--- src/rtl/irecb_pkg.sv ---
`default_nettype none
// ----------------------------------------------------------------------------
// irecb_pkg
// Types and constants for the IR edge interval capture buffer.
// ----------------------------------------------------------------------------
package irecb_pkg;

  localparam int TICK_W         = 16;
  localparam int CNT_W          = 8;
  localparam int KIND_W         = 2;
  localparam int RIDX_W         = 7;
  localparam int APB_DW         = 32;
  localparam int APB_AW         = 3;
  localparam int DEF_STORE_DEPTH = 128;

  localparam logic [CNT_W-1:0]  CAP_RESET = 8'd128;
  localparam logic [CNT_W-1:0]  SAT_MAX   = 8'hFF;
  localparam logic [TICK_W-1:0] TICK_MAX  = 16'hFFFF;

  localparam logic [KIND_W-1:0] KIND_TICK    = 2'd0;
  localparam logic [KIND_W-1:0] KIND_EDGE    = 2'd1;
  localparam logic [KIND_W-1:0] KIND_RELEASE = 2'd2;
  localparam logic [KIND_W-1:0] KIND_READ    = 2'd3;

  localparam logic [0:0] REG_CAPACITY = 1'b0;

  typedef struct packed {
    logic              frame_done;
    logic [CNT_W-1:0]  segment_count;
    logic [CNT_W-1:0]  dropped_count;
    logic              rd_hit;
    logic              timeout_event;
  } res_t;

endpackage : irecb_pkg
`default_nettype wire

--- src/rtl/ir_edge_interval_capture_buffer.sv ---
`default_nettype none
// ----------------------------------------------------------------------------
// ir_edge_interval_capture_buffer
// Captures tick intervals between IR receiver edges into a frame store with
// end-of-frame timeout, first-interval drop and saturating drop count.
// ----------------------------------------------------------------------------
//  channel | handshake                          | payload
//  --------+------------------------------------+--------------------------------
//  in      | in_valid / in_ready                | in_kind, in_read_index
//  out     | out_valid / out_ready              | frame_done, segment_count,
//          |                                    | dropped_count, read_duration,
//          |                                    | timeout_event
//  cfg     | APB write at cfg_psel&penable&pwrite | cfg_paddr, cfg_pwdata
//
//  One transfer per cycle sustained while the output is not stalled; in reaches
//  out through stage 1 and stage 2. Stage 1 updates the control state and issues
//  the store access; the store read data arrives with stage 2 and is selected
//  into the output register. A stalled output holds both stages; in_ready follows out_ready.
//  rst_n is synchronous; the interval store is not cleared and needs no sweep.
// ----------------------------------------------------------------------------
module ir_edge_interval_capture_buffer #(
  parameter int STORE_DEPTH = irecb_pkg::DEF_STORE_DEPTH
) (
  input  wire                                 clk,
  input  wire                                 rst_n,
  input  wire                                 in_valid,
  output logic                                in_ready,
  input  wire  [irecb_pkg::KIND_W-1:0]        in_kind,
  input  wire  [irecb_pkg::RIDX_W-1:0]        in_read_index,
  output logic                                out_valid,
  input  wire                                 out_ready,
  output logic                                out_frame_done,
  output logic [irecb_pkg::CNT_W-1:0]         out_segment_count,
  output logic [irecb_pkg::CNT_W-1:0]         out_dropped_count,
  output logic [irecb_pkg::TICK_W-1:0]        out_read_duration,
  output logic                                out_timeout_event,
  input  wire                                 cfg_psel,
  input  wire                                 cfg_penable,
  input  wire                                 cfg_pwrite,
  input  wire  [irecb_pkg::APB_AW-1:0]        cfg_paddr,
  input  wire  [irecb_pkg::APB_DW-1:0]        cfg_pwdata,
  output logic [irecb_pkg::APB_DW-1:0]        cfg_prdata,
  output logic                                cfg_pready
);
  import irecb_pkg::*;

  localparam int AW = (STORE_DEPTH > 1) ? $clog2(STORE_DEPTH) : 1;
  localparam logic [CNT_W-1:0] DEPTH_C = CNT_W'(STORE_DEPTH);

  logic [TICK_W-1:0] mem [STORE_DEPTH];
  logic [TICK_W-1:0] mem_q_r;

  logic [TICK_W-1:0] tick_cnt_r, tick_cnt_nxt;
  logic              armed_r, armed_nxt;
  logic              await_r, await_nxt;
  logic              frozen_r, frozen_nxt;
  logic [CNT_W-1:0]  stored_r, stored_nxt;
  logic [CNT_W-1:0]  drop_r, drop_nxt;
  logic [CNT_W-1:0]  cap_r;
  logic [CNT_W-1:0]  eff_cap;

  logic              s1_valid_r;
  res_t              s1_res_r, s1_res_nxt;
  logic              s1_adv;
  logic              in_xfer;
  logic              cfg_wr;
  logic              wr_en, rd_en;
  logic [AW-1:0]     wr_addr, rd_addr;
  logic [CNT_W-1:0]  ridx_ext;

  assign cfg_pready = 1'b1;
  assign cfg_wr     = cfg_psel & cfg_penable & cfg_pwrite & (cfg_paddr[2] == REG_CAPACITY);
  assign cfg_prdata = (cfg_paddr[2] == REG_CAPACITY) ? APB_DW'(cap_r) : '0;

  assign s1_adv   = ~out_valid | out_ready;
  assign in_ready = ~s1_valid_r | s1_adv;
  assign in_xfer  = in_valid & in_ready;

  assign eff_cap  = (cap_r > DEPTH_C) ? DEPTH_C : cap_r;
  assign ridx_ext = CNT_W'(in_read_index);
  assign rd_addr  = ridx_ext[AW-1:0];
  assign wr_addr  = stored_r[AW-1:0];

  always_comb begin
    tick_cnt_nxt = tick_cnt_r;
    armed_nxt    = armed_r;
    await_nxt    = await_r;
    frozen_nxt   = frozen_r;
    stored_nxt   = stored_r;
    drop_nxt     = drop_r;
    wr_en        = 1'b0;
    rd_en        = 1'b0;
    s1_res_nxt   = '0;
    if (in_xfer) begin
      case (in_kind)
        KIND_TICK: begin
          tick_cnt_nxt = tick_cnt_r + 1'b1;
          if (tick_cnt_r == TICK_MAX && armed_r) begin
            armed_nxt                = 1'b0;
            s1_res_nxt.timeout_event = 1'b1;
            if (stored_r != '0) begin
              frozen_nxt = 1'b1;
            end
          end
        end
        KIND_EDGE: begin
          tick_cnt_nxt = '0;
          armed_nxt    = 1'b1;
          if (!frozen_r) begin
            if (await_r) begin
              await_nxt = 1'b0;
            end else if (stored_r >= eff_cap) begin
              if (drop_r != SAT_MAX) begin
                drop_nxt = drop_r + 1'b1;
              end
            end else begin
              wr_en      = 1'b1;
              stored_nxt = stored_r + 1'b1;
            end
          end
        end
        KIND_RELEASE: begin
          stored_nxt = '0;
          drop_nxt   = '0;
          frozen_nxt = 1'b0;
          await_nxt  = 1'b1;
        end
        KIND_READ: begin
          rd_en = 1'b1;
          s1_res_nxt.rd_hit = (ridx_ext < stored_r) && (ridx_ext < DEPTH_C);
        end
        default: begin
          rd_en = 1'b0;
        end
      endcase
    end
    s1_res_nxt.frame_done    = frozen_nxt;
    s1_res_nxt.segment_count = frozen_nxt ? stored_nxt : '0;
    s1_res_nxt.dropped_count = drop_nxt;
  end

  // store: write of a new interval never meets a read of the same entry;
  // reads may address any entry, but only entries below the count are returned.
  always_ff @(posedge clk) begin
    if (wr_en) begin
      mem[wr_addr] <= tick_cnt_r;
    end
    if (rd_en) begin
      mem_q_r <= mem[rd_addr];
    end
  end

  always_ff @(posedge clk) begin
    if (!rst_n) begin
      tick_cnt_r <= '0;
      armed_r    <= 1'b0;
      await_r    <= 1'b1;
      frozen_r   <= 1'b0;
      stored_r   <= '0;
      drop_r     <= '0;
      cap_r      <= CAP_RESET;
    end else if (cfg_wr) begin
      cap_r    <= cfg_pwdata[CNT_W-1:0];
      stored_r <= '0;
      drop_r   <= '0;
      frozen_r <= 1'b0;
      await_r  <= 1'b1;
    end else begin
      tick_cnt_r <= tick_cnt_nxt;
      armed_r    <= armed_nxt;
      await_r    <= await_nxt;
      frozen_r   <= frozen_nxt;
      stored_r   <= stored_nxt;
      drop_r     <= drop_nxt;
    end
  end

  always_ff @(posedge clk) begin
    if (!rst_n) begin
      s1_valid_r <= 1'b0;
      out_valid  <= 1'b0;
    end else begin
      if (in_ready) begin
        s1_valid_r <= in_xfer;
      end
      if (s1_adv) begin
        out_valid <= s1_valid_r;
      end
    end
  end

  always_ff @(posedge clk) begin
    if (in_xfer) begin
      s1_res_r <= s1_res_nxt;
    end
    if (s1_adv && s1_valid_r) begin
      out_frame_done    <= s1_res_r.frame_done;
      out_segment_count <= s1_res_r.segment_count;
      out_dropped_count <= s1_res_r.dropped_count;
      out_read_duration <= s1_res_r.rd_hit ? mem_q_r : '0;
      out_timeout_event <= s1_res_r.timeout_event;
    end
  end

`ifndef SYNTHESIS
  a_stored_bound: assert property (@(posedge clk) disable iff (!rst_n)
    stored_r <= eff_cap)
    else $error("stored count beyond capacity");

  a_drop_only_full: assert property (@(posedge clk) disable iff (!rst_n)
    (drop_r != '0) |-> (stored_r == eff_cap))
    else $error("intervals dropped while room was left");

  a_frozen_nonempty: assert property (@(posedge clk) disable iff (!rst_n)
    frozen_r |-> (stored_r != '0))
    else $error("frame frozen with no interval");

  a_s1_hold: assert property (@(posedge clk) disable iff (!rst_n)
    (s1_valid_r && !s1_adv) |=> (s1_valid_r && $stable(s1_res_r)))
    else $error("stage 1 lost an item under stall");

  a_timeout_disarms: assert property (@(posedge clk) disable iff (!rst_n)
    (in_xfer && s1_res_nxt.timeout_event && !cfg_wr) |=> !armed_r)
    else $error("timeout still armed after end of frame");
`endif

endmodule : ir_edge_interval_capture_buffer
`default_nettype wire

--- config.mk ---
export PLATFORM = sky130hd
export DESIGN_NAME = ir_edge_interval_capture_buffer
export DESIGN_NICKNAME = d
export VERILOG_FILES = /design/src/rtl/irecb_pkg.sv /design/src/rtl/ir_edge_interval_capture_buffer.sv
export SDC_FILE = /design/constraint.sdc
export NUM_CORES = 2
export LEC_CHECK = 0
export BUFFER_PORTS_ARGS = -buffer_cell sky130_fd_sc_hd__buf_4
export CAP_MARGIN = 20
export CORE_ASPECT_RATIO = 0.75
export CORE_MARGIN = 10
export CORE_UTILIZATION = 50
export DETAILED_ROUTE_END_ITERATION = 12
export HOLD_SLACK_MARGIN = 0.1
export PLACE_DENSITY = 0.72
export RECOVER_POWER = 100
export SYNTH_ARGS = -nofsm -noshare
export SYNTH_HDL_FRONTEND = slang
export SYNTH_SLANG_ARGS = --single-unit
--- constraint.sdc ---
create_clock -name clk -period 6.9 [get_ports clk]
set_clock_uncertainty 0.2 [all_clocks]
set_input_delay 2.07 -clock clk [delete_from_list [all_inputs] [get_ports clk]]
set_output_delay 2.07 -clock clk [all_outputs]
set_load 0.01 [all_outputs]
==> reports/results.tsv <==
stage	metric	value	unit
sta	fin_crit_sh	86.3	%
final_layout	finalNetCount	4538	
floorplan	die_y	374	µm
floorplan	ios	120	
sta	worst_slew_pin_slew	3.42	ns
critical_path	worstPathCellList	clkbuf_4 -> and3b_1 -> inv_1 -> nand2_1 -> inv_1 -> clkbuf_1 -> nand4_1 -> clkbuf_1 -> nor2_1 -> clkbuf_1	
final_layout	final_cell_mix	2117 x edfxtp_1, 402 x mux2i_1, 336 x mux4_2, 196 x nor2_1, 193 x clkbuf_16	
critical_path	r2r_setup_slack	1.22	ns
grt	grt_first_pass_wirelength	295	mm
clock_tree	cts.repair.resized	0	
run_status	status	complete, but fails checks	
synthesis	synth_seq_area_share	77.0	%
floorplan	num_rows	129	
sta	rsz0062_at_grt	no	
synthesis	ys_ff_latch	2162	
sta	setup_viol	0	
detailed_routing	wl	204	mm
clock_tree	clk_pin_slew	0.06	ns
placed_design	place.gp.congestion	0.878	
critical_path	start_kind	input pin	
detailed_routing	wl_per_cell	29.8	µm
clock_tree	cts_sinks	2162	
sta	hold_violations	0	
worst_hold_path	hp-class	flop to flop	
clock_tree	cts_made_buffers	192	
floorplan	coreArea	166000	µm²
sta	setup_ws	0.948	ns
placed_design	hpwl	122	mm
synthesis	syn_area_per_cell	19.8	µm²
synthesis	ys_types	58	
final_layout	fin_cells	6848	
grt	track_usage	21.7	%
power_and_ir_drop	switchingPower	5250	µW
synthesis	synthArstFlopShare	0	%
clock_tree	cts.htree.levels	4	
clock_tree	cts_max_path_buffers	3	
power_and_ir_drop	combPwrFrac	3.0	%
detailed_routing	route.detailed.drc	0	
critical_path	crit_type	input pin to flop	
grt	grt_antenna_before_repair	6	
critical_path	slowest_delay	1.03	ns
run_status	violations	capacitance limit, slew limit	
critical_path	path_max_fanout	24	
job	maxCapViolations	29	
clock_tree	cts_setup_buffers	0	
placed_design	post-place-ws	1.10	ns
final_layout	fin_util	56.4	%
clock_tree	hold_buffers	0	
grt	grt_pass1_vias	41200	
detailed_routing	vias	42700	
power_and_ir_drop	power_leakage	0.0329	µW
floorplan	fp.dieW	492	µm
final_layout	syn2layout_area_growth	11.5	%
critical_path	end_kind	flop	
detailed_routing	vias_per_cell	6.23	
final_layout	final_common_cell	edfxtp_1	
detailed_routing	ant_nets	0	
sta	final_max_slew_viol_count	1399	
power_and_ir_drop	clock_power_share	40.9	%
detailed_routing	drtPass1Iterations	5	
placed_design	io_buffer_count	68	
placed_design	dp_cells	6494	
power_and_ir_drop	p_seq_share	56.1	%
floorplan	fp.dieArea	184000	µm²
critical_path	cp_common_cell	clkbuf_1	
critical_path	arrival	6.19	ns
floorplan	initial_core_util	50.5	%
grt	grt_max_degree	109	
synthesis	ys.warnings.count	0	
synthesis	synth.cell_area	83700	µm²
synthesis	synth_edf_count	2117	
critical_path	slowest_stage	clkbuf_1	
sta	fin_setup_tns	0	ns
power_and_ir_drop	ir_drop	0.255	mV
critical_path	worstPathRequired	7.14	ns
clock_tree	clk_latency	0.85	ns
power_and_ir_drop	swShare	20.7	%
clock_tree	cts_root_buffer	clkbuf_16	
detailed_routing	drt_iter0_markers	5629	
synthesis	synth_ff_type	edfxtp_1	
grt	grt_overflow	0	
final_layout	drive_above_1_share	16.5	%
sta	clock.fmax	168	MHz
sta	finalCriticalPeriod	5.95	ns
power_and_ir_drop	p_per_area	272	nW/µm²
clock_tree	cts_tree	built	
power_and_ir_drop	p_int	20200	µW
sta	relSlewSlack	-128	%
synthesis	syn_inst	4221	
-- worst max-delay path: cells and delay by family --
kind,cells,cell delay (ns)
and+or+nand+nor,4,0.86
buffers and inverters,6,3.23
-- Yosys cell counts, drive strengths merged, types with 19 or more instances --
cell type  instances  share of area [%]
a22oi            192                1.7
a21oi             65               0.39
clkbuf           124               0.56
ha                22               0.33
mux4             336                9.0
nor2             200               0.90
inv               35               0.16
and2              19               0.14
edfxtp          2117                 76
nand4             31               0.23
a221oi            48               0.50
buf              135               0.92
or4               23               0.21
nand3             87               0.52
mux2i            402                4.8
dfxtp             45                1.1
nand2            118               0.53
-- kinds of logic (layout without fill, tap and decap cells) --
logic type | Yosys count | after routing | share of synthesized area, %
DFF | 2162 | 2162 | 77.0
muxes | 755 | 755 | 14.1
and+or+nand+nor | 546 | 546 | 3.05
AOI/OAI and AO/OA | 418 | 418 | 3.65
buffers and inverters | 295 | 668 | 1.64
adders and majority gates | 22 | 22 | 0.329
xor gates and xnor gates | 21 | 21 | 0.220
other | 2 | 29 | 0.00897
-- path summary, 6_finish.rpt --
check,start,endpoint,cells after the start
setup reg to reg,cap_r[7],mem[113][4],11
hold reg to reg,s1_res_r[8],out_dropped_count[6],0
hold / removal,s1_res_r[8],out_dropped_count[6],0
setup / recovery,out_ready,mem[47][1],10
-- per-layer routing --
layer  vias up  global-route usage, %  routed length, µm
li1      17800                      -                  -
met1     22200                   32.2              83100
met2      2335                   31.0              90400
met3       289                   6.17              24400
met4         4                   6.80               5890
met5         -                      0                 24
-- through the flow --
step                      hold WS (ns)  area, µm²  power, µW
after floorplan                  0.200      83800      15000
after global placement           0.209      87900      15300
after detailed placement         0.206      87900      15300
after CTS                        0.221      93900      25500
after global routing             0.226      93400      26100
final                            0.221      93400      25400
-- final cells by class --
class,instances,area (µm²)
fillers,12300,72200
flip-flops and latches,2162,64500
multi-input cells,1787,18000
clock buffers,222,4950
well taps,2227,2790
repair buffers,286,1890
clock inverters,124,1110
inverters,36,135
diodes,4,10.0
-- flip-flops by register name, summed over array words and instances (netlist names), 8 cells and up --
register / count
cap_r: 8
drop_r: 8
mem: 2048
mem_q_r: 16
out_dropped_count: 8
out_read_duration: 16
out_segment_count: 8
s1_res_r: 19
stored_r: 8
tick_cnt_r: 16
-- power by group through the flow --
stage,Clock [µW],Combinational (µW),Sequential [µW]
finish,10400,751,14300
global route,11000,793,14300
CTS,10500,762,14300
detailed placement,0,760,14500
global placement,0,752,14500
floorplan,0,498,14500
Note: power is estimated with default switching activity, not from simulation.
